File: src/rbpgc_pkg.sv
`default_nettype none

package rbpgc_pkg;

    // Register indexes on the configuration port
    localparam logic [2:0] CFG_PAGE_WIDTH  = 3'd0;
    localparam logic [2:0] CFG_PAGE_HEIGHT = 3'd1;
    localparam logic [2:0] CFG_BAND_WIDTH  = 3'd2;
    localparam logic [2:0] CFG_BAND_HEIGHT = 3'd3;
    localparam logic [2:0] CFG_LEFT_OFFSET = 3'd4;
    localparam logic [2:0] CFG_TOP_OFFSET  = 3'd5;
    localparam logic [2:0] CFG_COLOR_MODE  = 3'd6;

    localparam int CFG_DATA_W = 15;
    localparam int RUN_W      = 28;

    typedef logic [2:0]            t_cfg_index;
    typedef logic [CFG_DATA_W-1:0] t_cfg_data;
    typedef logic [RUN_W-1:0]      t_run;
    typedef logic [7:0]            t_sample;

    // Color modes; the unused code converts like the luma mode
    localparam logic [1:0] MODE_GRAY = 2'd0;
    localparam logic [1:0] MODE_RGB  = 2'd1;
    localparam logic [1:0] MODE_LUMA = 2'd2;

    // Register reset values
    localparam logic [13:0] RST_PAGE_WIDTH  = 14'd5100;
    localparam logic [14:0] RST_PAGE_HEIGHT = 15'd6600;
    localparam logic [13:0] RST_BAND_WIDTH  = 14'd5100;
    localparam logic [14:0] RST_BAND_HEIGHT = 15'd6600;
    localparam logic [1:0]  RST_COLOR_MODE  = MODE_RGB;

    // Rec.601 luma weights, sum of 256
    localparam logic [15:0] LUMA_R = 16'd77;
    localparam logic [15:0] LUMA_G = 16'd151;
    localparam logic [15:0] LUMA_B = 16'd28;

    localparam t_sample WHITE = 8'hFF;

endpackage

`default_nettype wire

File: src/raster_band_pad_and_gray_convert_unit.sv
// Path: a pixel beat that is taken passes the stage 1, stage 2 and output registers before its result beats show.
// Throughput: one pixel beat per cycle while the output is ready and no register write is settling;
// a pixel yields one to three result beats, and the output register hands out one result
// beat per cycle, so a pixel that opens a band row with a margin takes the output for a gap beat and its pixel beat.
// Reset: counters return to the band origin, registers take their defaults, and input
// is held off after reset and after every register write until the settle counter runs out.
`default_nettype none

module raster_band_pad_and_gray_convert_unit
    import rbpgc_pkg::*;
#(
    parameter int MAX_WIDTH  = 8192,
    parameter int MAX_HEIGHT = 16384
) (
    input  wire logic        i_clk,
    input  wire logic        i_rst_n,
    // configuration
    input  wire logic        i_cfg_wr_en,
    input  wire t_cfg_index  i_cfg_index,
    input  wire t_cfg_data   i_cfg_data,
    // pixel input
    input  wire logic        i_in_valid,
    output logic             o_in_ready,
    input  wire t_sample     i_red_or_gray,
    input  wire t_sample     i_green_in,
    input  wire t_sample     i_blue_in,
    // result output
    output logic             o_out_valid,
    input  wire logic        i_out_ready,
    output t_sample          o_chan_a,
    output t_sample          o_chan_b,
    output t_sample          o_chan_c,
    output t_run             o_run_length,
    output logic             o_page_end
);

    localparam int WW  = $clog2(MAX_WIDTH + 1);
    localparam int HW  = $clog2(MAX_HEIGHT + 1);
    localparam int CW  = $clog2(MAX_WIDTH);
    localparam int RW  = $clog2(MAX_HEIGHT);
    localparam int PRW = WW + HW;
    localparam logic [1:0] SETTLE = 2'd3;

    function automatic logic [31:0] fit_dim(input logic [31:0] v, input logic [31:0] hi);
        logic [31:0] r;
        r = v;
        if (v == 32'd0) begin
            r = 32'd1;
        end else if (v > hi) begin
            r = hi;
        end
        return r;
    endfunction

    // ---------------- configuration registers ----------------
    logic [13:0] r_page_width, r_band_width;
    logic [14:0] r_page_height, r_band_height;
    logic [12:0] r_left_offset;
    logic [13:0] r_top_offset;
    logic [1:0]  r_color_mode;
    logic [1:0]  r_settle;

    // Write a register, and hold input off while derived geometry settles
    always_ff @(posedge i_clk) begin
        if (!i_rst_n) begin
            r_page_width  <= RST_PAGE_WIDTH;
            r_page_height <= RST_PAGE_HEIGHT;
            r_band_width  <= RST_BAND_WIDTH;
            r_band_height <= RST_BAND_HEIGHT;
            r_left_offset <= '0;
            r_top_offset  <= '0;
            r_color_mode  <= RST_COLOR_MODE;
            r_settle      <= SETTLE;
        end else begin
            if (i_cfg_wr_en) begin
                r_settle <= SETTLE;
                unique case (i_cfg_index)
                    CFG_PAGE_WIDTH:  r_page_width  <= i_cfg_data[13:0];
                    CFG_PAGE_HEIGHT: r_page_height <= i_cfg_data[14:0];
                    CFG_BAND_WIDTH:  r_band_width  <= i_cfg_data[13:0];
                    CFG_BAND_HEIGHT: r_band_height <= i_cfg_data[14:0];
                    CFG_LEFT_OFFSET: r_left_offset <= i_cfg_data[12:0];
                    CFG_TOP_OFFSET:  r_top_offset  <= i_cfg_data[13:0];
                    CFG_COLOR_MODE:  r_color_mode  <= i_cfg_data[1:0];
                    default: ;
                endcase
            end else if (r_settle != 2'd0) begin
                r_settle <= r_settle - 2'd1;
            end
        end
    end

    // ---------------- derived geometry ----------------
    logic [WW-1:0]  n_bw, n_pw, n_pw_fit, n_margin_w, n_left;
    logic [HW-1:0]  n_bh, n_ph, n_ph_fit, n_margin_h, n_top;
    logic [WW-1:0]  r_bw, r_pw, r_left, r_margin;
    logic [HW-1:0]  r_bh, r_ph, r_top;
    logic [PRW-1:0] r_total, r_kend;

    // Fit sizes, grow the page to the band, clamp offsets
    always_comb begin
        n_bw       = WW'(fit_dim(32'(r_band_width), 32'(MAX_WIDTH)));
        n_bh       = HW'(fit_dim(32'(r_band_height), 32'(MAX_HEIGHT)));
        n_pw_fit   = WW'(fit_dim(32'(r_page_width), 32'(MAX_WIDTH)));
        n_ph_fit   = HW'(fit_dim(32'(r_page_height), 32'(MAX_HEIGHT)));
        n_pw       = (n_pw_fit < n_bw) ? n_bw : n_pw_fit;
        n_ph       = (n_ph_fit < n_bh) ? n_bh : n_ph_fit;
        n_margin_w = n_pw - n_bw;
        n_margin_h = n_ph - n_bh;
        n_left     = (32'(r_left_offset) > 32'(n_margin_w)) ? n_margin_w
                                                             : WW'(r_left_offset);
        n_top      = (32'(r_top_offset) > 32'(n_margin_h)) ? n_margin_h
                                                            : HW'(r_top_offset);
    end

    // Register the geometry; page area is registered from the registered sizes, and end offset from the registered area
    always_ff @(posedge i_clk) begin
        r_bw     <= n_bw;
        r_bh     <= n_bh;
        r_pw     <= n_pw;
        r_ph     <= n_ph;
        r_left   <= n_left;
        r_top    <= n_top;
        r_margin <= n_margin_w;
        r_total  <= PRW'(r_pw) * PRW'(r_ph);
        r_kend   <= r_total - PRW'(1) - PRW'(r_left);
    end

    // ---------------- handshake chain ----------------
    logic       r_s1_valid, r_s2_valid;
    logic [2:0] r_o_mask;
    logic       o_single, s3_take, s2_free, s1_free, in_beat, out_beat;

    assign o_single   = (r_o_mask != 3'd0) && ((r_o_mask & (r_o_mask - 3'd1)) == 3'd0);
    assign o_out_valid = (r_o_mask != 3'd0);
    assign out_beat   = o_out_valid && i_out_ready;
    assign s3_take    = !o_out_valid || (i_out_ready && o_single);
    assign s2_free    = !r_s2_valid || s3_take;
    assign s1_free    = !r_s1_valid || s2_free;
    assign o_in_ready = s1_free && (r_settle == 2'd0);
    assign in_beat    = i_in_valid && o_in_ready;

    // ---------------- stage 1: band position ----------------
    logic [CW-1:0] r_col, n_col, s1_col_use;
    logic [RW-1:0] r_row, n_row, s1_row_use;
    logic [WW-1:0] s1_col_inc;
    logic [HW-1:0] s1_row_inc;
    logic          s1_first, s1_rowstart, s1_last;

    // Fold stale counters to the origin and advance in raster order
    always_comb begin
        s1_col_use  = (WW'(r_col) >= r_bw) ? '0 : r_col;
        s1_row_use  = (HW'(r_row) >= r_bh) ? '0 : r_row;
        s1_col_inc  = WW'(s1_col_use) + WW'(1);
        s1_row_inc  = HW'(s1_row_use) + HW'(1);
        s1_first    = (s1_col_use == '0) && (s1_row_use == '0);
        s1_rowstart = (s1_col_use == '0);
        s1_last     = (WW'(s1_col_use) == r_bw - WW'(1)) &&
                      (HW'(s1_row_use) == r_bh - HW'(1));
        n_col       = s1_col_use;
        n_row       = s1_row_use;
        if (s1_col_inc >= r_bw) begin
            n_col = '0;
            n_row = (s1_row_inc >= r_bh) ? '0 : RW'(s1_row_inc);
        end else begin
            n_col = CW'(s1_col_inc);
        end
    end

    always_ff @(posedge i_clk) begin
        if (!i_rst_n) begin
            r_col <= '0;
            r_row <= '0;
        end else if (in_beat) begin
            r_col <= n_col;
            r_row <= n_row;
        end
    end

    t_sample       r_s1_a, r_s1_b, r_s1_c;
    logic [CW-1:0] r_s1_col;
    logic [RW-1:0] r_s1_row;
    logic          r_s1_first, r_s1_rowstart, r_s1_last;

    always_ff @(posedge i_clk) begin
        if (!i_rst_n) begin
            r_s1_valid <= 1'b0;
        end else if (s1_free) begin
            r_s1_valid <= in_beat;
        end
    end

    always_ff @(posedge i_clk) begin
        if (in_beat) begin
            r_s1_a        <= i_red_or_gray;
            r_s1_b        <= i_green_in;
            r_s1_c        <= i_blue_in;
            r_s1_col      <= s1_col_use;
            r_s1_row      <= s1_row_use;
            r_s1_first    <= s1_first;
            r_s1_rowstart <= s1_rowstart;
            r_s1_last     <= s1_last;
        end
    end

    // ---------------- stage 2: row product and color ----------------
    logic [HW:0]   s2_top_row;
    logic [WW:0]   s2_lc;
    logic [15:0]   s2_luma;
    t_sample       s2_a, s2_b, s2_c;

    always_comb begin
        s2_top_row = {1'b0, r_top} + (HW+1)'(r_s1_row);
        s2_lc      = {1'b0, r_left} + (WW+1)'(r_s1_col);
        s2_luma    = 16'(r_s1_a) * LUMA_R + 16'(r_s1_b) * LUMA_G + 16'(r_s1_c) * LUMA_B;
        case (r_color_mode)
            MODE_GRAY: begin
                s2_a = r_s1_a;
                s2_b = r_s1_a;
                s2_c = r_s1_a;
            end
            MODE_RGB: begin
                s2_a = r_s1_a;
                s2_b = r_s1_b;
                s2_c = r_s1_c;
            end
            default: begin
                s2_a = s2_luma[15:8];
                s2_b = s2_luma[15:8];
                s2_c = s2_luma[15:8];
            end
        endcase
    end

    t_sample        r_s2_a, r_s2_b, r_s2_c;
    logic [PRW-1:0] r_s2_prod, r_s2_lc, r_s2_kl;
    logic           r_s2_first, r_s2_rowstart, r_s2_last;

    always_ff @(posedge i_clk) begin
        if (!i_rst_n) begin
            r_s2_valid <= 1'b0;
        end else if (s2_free) begin
            r_s2_valid <= r_s1_valid;
        end
    end

    always_ff @(posedge i_clk) begin
        if (s2_free && r_s1_valid) begin
            r_s2_a        <= s2_a;
            r_s2_b        <= s2_b;
            r_s2_c        <= s2_c;
            r_s2_prod     <= PRW'(s2_top_row[HW-1:0]) * PRW'(r_pw);
            r_s2_lc       <= PRW'(s2_lc[WW-1:0]);
            r_s2_kl       <= r_kend - PRW'(r_s1_col);
            r_s2_first    <= r_s1_first;
            r_s2_rowstart <= r_s1_rowstart;
            r_s2_last     <= r_s1_last;
        end
    end

    // ---------------- stage 3: runs and output register ----------------
    logic [PRW-1:0] s3_pos, s3_gap, s3_trail;
    logic           s3_gap_nz, s3_trail_nz;

    // Leading gap, trailing margin and which results exist
    always_comb begin
        s3_pos = r_s2_prod + r_s2_lc;
        if (r_s2_first) begin
            s3_gap = s3_pos;
        end else if (r_s2_rowstart) begin
            s3_gap = PRW'(r_margin);
        end else begin
            s3_gap = '0;
        end
        s3_trail    = r_s2_kl - r_s2_prod;
        s3_gap_nz   = (s3_gap != '0);
        s3_trail_nz = r_s2_last && (s3_trail != '0);
    end

    t_sample r_o_a, r_o_b, r_o_c;
    t_run    r_o_gap, r_o_trail;
    logic    r_o_pix_end;

    // Load a new item when the last beat leaves, else drop the beat just taken
    always_ff @(posedge i_clk) begin
        if (!i_rst_n) begin
            r_o_mask <= 3'd0;
        end else if (s3_take) begin
            r_o_mask <= r_s2_valid ? {s3_trail_nz, 1'b1, s3_gap_nz} : 3'd0;
        end else if (out_beat) begin
            r_o_mask <= r_o_mask & (r_o_mask - 3'd1);
        end
    end

    always_ff @(posedge i_clk) begin
        if (s3_take && r_s2_valid) begin
            r_o_a       <= r_s2_a;
            r_o_b       <= r_s2_b;
            r_o_c       <= r_s2_c;
            r_o_gap     <= RUN_W'(s3_gap);
            r_o_trail   <= RUN_W'(s3_trail);
            r_o_pix_end <= r_s2_last && !s3_trail_nz;
        end
    end

    // Present the lowest pending result
    always_comb begin
        if (r_o_mask[0]) begin
            o_chan_a     = WHITE;
            o_chan_b     = WHITE;
            o_chan_c     = WHITE;
            o_run_length = r_o_gap;
            o_page_end   = 1'b0;
        end else if (r_o_mask[1]) begin
            o_chan_a     = r_o_a;
            o_chan_b     = r_o_b;
            o_chan_c     = r_o_c;
            o_run_length = RUN_W'(1);
            o_page_end   = r_o_pix_end;
        end else begin
            o_chan_a     = WHITE;
            o_chan_b     = WHITE;
            o_chan_c     = WHITE;
            o_run_length = r_o_trail;
            o_page_end   = 1'b1;
        end
    end

endmodule

`default_nettype wire

File: config.mk
export PLATFORM = sky130hd
export DESIGN_NAME = raster_band_pad_and_gray_convert_unit
export DESIGN_NICKNAME = d
export VERILOG_FILES = /design/src/rbpgc_pkg.sv /design/src/raster_band_pad_and_gray_convert_unit.sv
export SDC_FILE = /design/constraint.sdc
export NUM_CORES = 2
export LEC_CHECK = 0
export BUFFER_PORTS_ARGS = -buffer_cell sky130_fd_sc_hd__buf_2
export CORE_ASPECT_RATIO = 0.6
export CORE_MARGIN = 3
export CORE_UTILIZATION = 59
export DETAILED_ROUTE_END_ITERATION = 12
export GPL_ROUTABILITY_DRIVEN = 0
export GPL_TIMING_DRIVEN = 0
export PLACE_DENSITY = 0.76
export SYNTH_ARGS = -nofsm -noshare
export SYNTH_HDL_FRONTEND = slang
export SYNTH_SLANG_ARGS = --single-unit
File: constraint.sdc
create_clock -name i_clk -period 12.25 [get_ports i_clk]
set_clock_uncertainty 0.05 [all_clocks]
set_input_delay 2.45 -clock i_clk [delete_from_list [all_inputs] [get_ports i_clk]]
set_output_delay 2.45 -clock i_clk [all_outputs]
set_load 0.01 [all_outputs]
Yosys cells after proc, flatten, opt, wreduce, memory -nomap -nowiden
Cells that the tools add are included.
W data, S select, Z words.
{"block": "totals", "reg_bits": 514, "wordCells": 169}
{"block": "classes", "n_addsub": 17, "n_mul": 5, "magnitude_cmp": 12, "n_eq_ne": 9, "n_mux": 35, "n_bitwise": 2, "n_reduce_logical": 42}
{"cell": "$mux W14", "n": 10}
{"cell": "$mux W15", "n": 5}
{"cell": "$reduce_bool A29 Y1", "n": 2}
{"cell": "$mux W28", "n": 2}
{"cell": "$mux W8", "n": 7}
{"cell": "$logic_not A14 Y1", "n": 3}
{"cell": "$mux W13", "n": 3}
{"cell": "$pmux W8 S2", "n": 2}
{"cell": "$gt A15 B15 Y1 const B", "n": 2}
{"cell": "$logic_not A15 Y1", "n": 2}
{"cell": "$add A29 B14 Y29", "n": 1}
{"cell": "$mul A14 B15 Y29", "n": 1}
{"cell": "$mul A15 B14 Y29", "n": 1}
{"cell": "$mux W29", "n": 1}
{"cell": "$sub A29 B1 Y29 const B", "n": 1}
{"cell": "$sub A29 B13 Y29", "n": 1}
{"cell": "$sub A29 B14 Y29", "n": 1}
{"cell": "$sub A29 B29 Y29", "n": 1}
{"cell": "$gt A14 B14 Y1 const B", "n": 2}
{"cell": "$add A15 B16 Y16", "n": 1}
{"cell": "$add A16 B13 Y16", "n": 1}
{"cell": "$mul A8 B8 Y16 const B", "n": 1}
{"cell": "$add A14 B1 Y15 const B", "n": 1}
{"cell": "$add A15 B14 Y15", "n": 1}
{"cell": "38 further kinds", "n": 69}

Logic depth before layout (Yosys ltp)
{"block": "logic_depth", "word_depth": 10, "mapped_depth": 35, "ltp_nobuf": 34}

Least setup slack after synthesis
Ideal clock, no wire load.
{"block": "synth_timing", "path_kind": "input to register", "from": "input i_out_ready", "to": "register r_s2_a[0] (enable)", "setup_time_ns": 0.570, "t_arrival_ns": 7.242, "required_ns": 11.630, "path_slack_ns": 4.388, "cell_stages": 4, "n_path_buf": 0, "path_cell_list": "a21oi_1 o21a_1 and2_1 nor2b_1"}
{"block": "synth_between", "elab_chain_cells": 4}
{"element": "start: declaration", "line": "raster_band_pad_and_gray_convert_unit.sv:29", "rtl": "input wire logic i_out_ready,"}
{"element": "$logic_and A1 B1 Y1", "line": "raster_band_pad_and_gray_convert_unit.sv:137", "rtl": "assign s3_take = !o_out_valid || (i_out_ready && o_single);"}
{"element": "$logic_or A1 B1 Y1", "line": "raster_band_pad_and_gray_convert_unit.sv:137"}
{"element": "$logic_or A1 B1 Y1", "line": "raster_band_pad_and_gray_convert_unit.sv:138", "rtl": "assign s2_free = !r_s2_valid || s3_take;"}
{"element": "$logic_and A1 B1 Y1", "line": "raster_band_pad_and_gray_convert_unit.sv:248", "rtl": "if (s2_free && r_s1_valid) begin"}
{"element": "end signal: assignment", "line": "raster_band_pad_and_gray_convert_unit.sv:249", "rtl": "r_s2_a <= s2_a;"}
{"element": "end: declaration", "line": "raster_band_pad_and_gray_convert_unit.sv:235", "rtl": "t_sample r_s2_a, r_s2_b, r_s2_c;"}
No other way between the ends.
A chain may end at the register's enable or synchronous reset.

Final worst setup path
{"block": "layout_timing", "from": "register r_s1_row[0]", "to": "register r_s2_prod[28] (data pin)"}
{"block": "layout_between", "elab_chain_cells": 2}
{"element": "start: declaration", "line": "raster_band_pad_and_gray_convert_unit.sv:182", "rtl": "logic [RW-1:0] r_s1_row;"}
{"element": "start signal: assignment", "line": "raster_band_pad_and_gray_convert_unit.sv:199", "rtl": "r_s1_row <= s1_row_use;"}
{"element": "$add A15 B14 Y15", "line": "raster_band_pad_and_gray_convert_unit.sv:213", "rtl": "s2_top_row = {1'b0, r_top} + (HW+1)'(r_s1_row);"}
{"element": "$mul A15 B14 Y29", "line": "raster_band_pad_and_gray_convert_unit.sv:252", "rtl": "r_s2_prod <= PRW'(s2_top_row[HW-1:0]) * PRW'(r_pw);"}
{"element": "end signal: assignment", "line": "raster_band_pad_and_gray_convert_unit.sv:252"}
{"element": "end: declaration", "line": "raster_band_pad_and_gray_convert_unit.sv:236", "rtl": "logic [PRW-1:0] r_s2_prod, r_s2_lc, r_s2_kl;"}
No other way between the ends.

==> summary.txt <==
Outcome
  • Status: complete, no violations

Floorplan
  • Die area: 79000 sq um
  • Die width: 361 microns
  • I/O Pins: 102
  • Initial core utilization: 0.601
  • Core ar.: 74200 sq um
  • Die Ht: 219 microns
  • Rows: 77

Synthesis
  • Netlist cell types: 85
  • Post-synth ARST share: 0
  • Yosys reg bits: 514
  • Top cell type by total area after synthesis: fa_1
  • Yosys top cell area share: 0.169
  • Mapped cell area: 44600 sq um
  • Post-synth top flop: dfxtp_1
  • Sequential area share after synthesis: 0.283
  • Yosys synthesis warning count: 0
  • Synthesized instance count: 4757
  • Top post-synthesis cells by area: fa_1 17%, edfxtp_1 16%, ha_1 14%
  • Post-synthesis average cell area: 9.37 sq um
  • Post-synth EDFFs: 234

Min path
  • Worst Hold Path Cells: 0
  • Min-Delay Endpoint: r_o_c[2]
  • Worst hold path class: reg2reg
  • Hold path start: r_s2_c[2]

Power and ir drop
  • Sw Pwr: 0.00371 W
  • Comb power frac: 0.561
  • Part of the power in registers: 0.253
  • Peak VDD IR: 0.330 mV
  • Int Power: 0.00458 W
  • Clock Power Share: 0.186
  • Switch share: 0.448
  • Leak Pwr: 22.1 nW
  • Pwr Density: 173 nW/um^2
  • Total Power: 0.00829 W

Worst setup path
  • Critical Path Source: r_s1_row[0]
  • Crit path DAT: 9.72 ns
  • Worst setup EP type: register
  • Peak fanout along the critical path: 10
  • CP peak stage delay: 1.05 ns
  • Reg2Reg Setup Slack: 2.88 ns
  • CP max-delay cell: o311ai_0
  • Worst Setup Start Kind: register
  • Register-to-Register Path Depth: 30
  • Reg2reg start: r_s1_row[0]
  • Cell mode on critical path: fa_1
  • Worst r2r dst: r_s2_prod[28]
  • Buf/Inv on CP: 3
  • Critical path type: reg2reg
  • Worst EP required: 12.60 ns
  • Largest delay share family, worst path: compound AO/OA/AOI/OAI gates

Detailed routing
  • DRC Markers: 0
  • Vias per Instance: 5.84
  • Final WL: 121000 microns
  • WL per Instance: 20.3 microns
  • Vias: 34716
  • DR pass1 iterations: 6
  • Initial DRC count: 3801
  • Post-route ant nets: 0

Cells and area
  • Area Growth Syn to Fin: 7.81%
  • Fill count: 6015
  • Layout cells sized above 1: 0.0515
  • # nets final: 5837

Clock network
  • Max clock buf depth: 3
  • Worst-Skew Late Latency: 0.62 ns
  • Clock Sinks: 514
  • CTS H-tree depth: 2
  • Post-CTS Setup Repair Bufs: 0
  • TritonCTS Buffers: 49
  • Hold buffers post-CTS: 0
  • CTS resizes: 0
  • Clk root buf: clkbuf_16
  • Clk pin slew, worst setup/hold paths: 0.07 ns
  • CTS tree: built

Global routing
  • Largest net degree at the start of global routing: 41
  • Initial antenna violation count: 4
  • First-pass GRT wire length: 189000 microns
  • Global-route total usage across every layer: 0.307
  • Number of global-route vias before repair: 33715
  • Gr ovfl total: 0

Timing
  • Fmax: 107 MHz
  • Setup TNS Final: 0 ns
  • Relative slew slack: 0.160
  • Final Hold Vio Count: 0
  • RSZ-0062 raised after global routing: false
  • Final Cycle Share: 0.765
  • Tmin final: 9.37 ns
  • Setup Viol. Count Final: 0
  • Worst-Margin Slew: 1.24 ns
  • Max-slew violation count: 0

Job
  • Max-cap violations: 0

Placement
  • Hpwl dp: 98200 microns
  • I/O Buffers: 100
[logic make-up after synthesis]
logic type | after synthesis | synth area share
xor gates and xnor gates | 258 | 0.0507
muxes | 63 | 0.0152
AOI/OAI and AO/OA | 730 | 0.107
buffers and inverters | 819 | 0.0690
and+or+nand+nor | 1496 | 0.166
DFF | 514 | 0.283
adders and majority gates | 876 | 0.309
other | 1 | 0.0000842
[Yosys cell counts (all sizes together) (10+ instances only)]
cell and instances:
mux2i 24, edfxtp 234, dfxtp 280, nand3b 10, nand3 97, a22o 30
mux2 39, nand2 531, a22oi 21, o211ai 15, a31oi 14, o21bai 25
inv 654, or2 12, nand2b 73, and2 238, a31o 11, nor2b 72
a21oi 228, o21ai 129, a21o 84, xnor2 169, nand4 40, or3 29
nor4 42, and3 20, o21a 31, nor2 226, a21boi 16, xor2 89
or4 16, clkbuf 156, ha 500, fa 376, nor3 68, a211oi 31
[cell usage in the layout, fill, tap and decap left out, drive strengths merged, types with 72 or more instances in the layout]
| master | Yosys | routed |
|---|---|---|
| inv | 654 | 659 |
| nand2 | 531 | 531 |
| ha | 500 | 500 |
| fa | 376 | 376 |
| dfxtp | 280 | 280 |
| and2 | 238 | 238 |
| edfxtp | 234 | 234 |
| a21oi | 228 | 228 |
| nor2 | 226 | 226 |
| clkbuf | 156 | 219 |
| xnor2 | 169 | 169 |
| o21ai | 129 | 129 |
| buf | 8 | 113 |
| nand3 | 97 | 97 |
| xor2 | 89 | 89 |
| a21o | 84 | 84 |
| nand2b | 73 | 73 |
| nor2b | 72 | 72 |
[metrics by stage]
step	utilization	instance area, sq um	instances	hold WS [ns]	setup WS (ns)
after floorplan	-	44600	4758	0.350	4.39
after global placement	0.624	46300	5845	0.354	2.46
after detailed placement	0.626	46400	5850	0.355	2.98
after CTS	0.648	48000	5941	0.370	2.98
after global routing	0.648	48000	5942	0.371	2.43
final	0.648	48000	5943	0.370	2.88
[layout make-up]
cell class / instances / area (sq um) / share of cell area
Multi-Input combinational cell: 3425 / 28900 / 0.601
Sequential cell: 514 / 12600 / 0.263
Inverter: 655 / 2460 / 0.0512
Clock buffer: 63 / 1310 / 0.0272
Tap cell: 987 / 1230 / 0.0257
Buffer: 164 / 618 / 0.0129
Timing Repair Buffer: 105 / 608 / 0.0127
Clock inverter: 28 / 307 / 0.00638
Antenna cell: 2 / 5.00 / 0.000104
[how the worst max path moves through the flow]
stage,end,slack (ns),cells past startpoint
2_1_floorplan,r_s2_a[0],4.39,4
3_3_place_gp,r_s2_prod[25],2.46,5
3_5_place_dp,r_s2_prod[28],2.98,30
4_1_cts,r_s2_prod[28],2.98,30
5_1_grt,r_s2_prod[28],2.43,30
6_report,r_s2_prod[28],2.88,30
[routing by layer]
layer,wire length [microns],track usage
met3,16700,0.109
met2,45900,0.421
met4,2570,0.0665
met1,55600,0.462
met5,0,0
[state kept, by name, summed over array words and instances (netlist names), 14 cells and up]
name	count
r_s2_lc	14
r_left	14
r_band_height	15
r_top_offset	14
r_o_trail	28
r_kend	29
r_row	14
r_band_width	14
r_total	29
r_s2_kl	29
r_bw	14
r_s2_prod	29
r_s1_row	14
r_margin	14
r_page_height	15
r_page_width	14
r_pw	14
r_ph	15
r_top	15
r_bh	15
r_o_gap	28
[power groups by stage]
stage	registers (W)	clock network [W]	logic, W
2_1_floorplan	0.00208	0	0.00308
5_1_grt	0.00211	0.00162	0.00517
3_5_place_dp	0.00213	0	0.00443
3_3_place_gp	0.00213	0	0.00433
4_1_cts	0.00209	0.00156	0.00447
6_report	0.00210	0.00154	0.00465
Note: power is estimated with default switching activity, not from simulation.
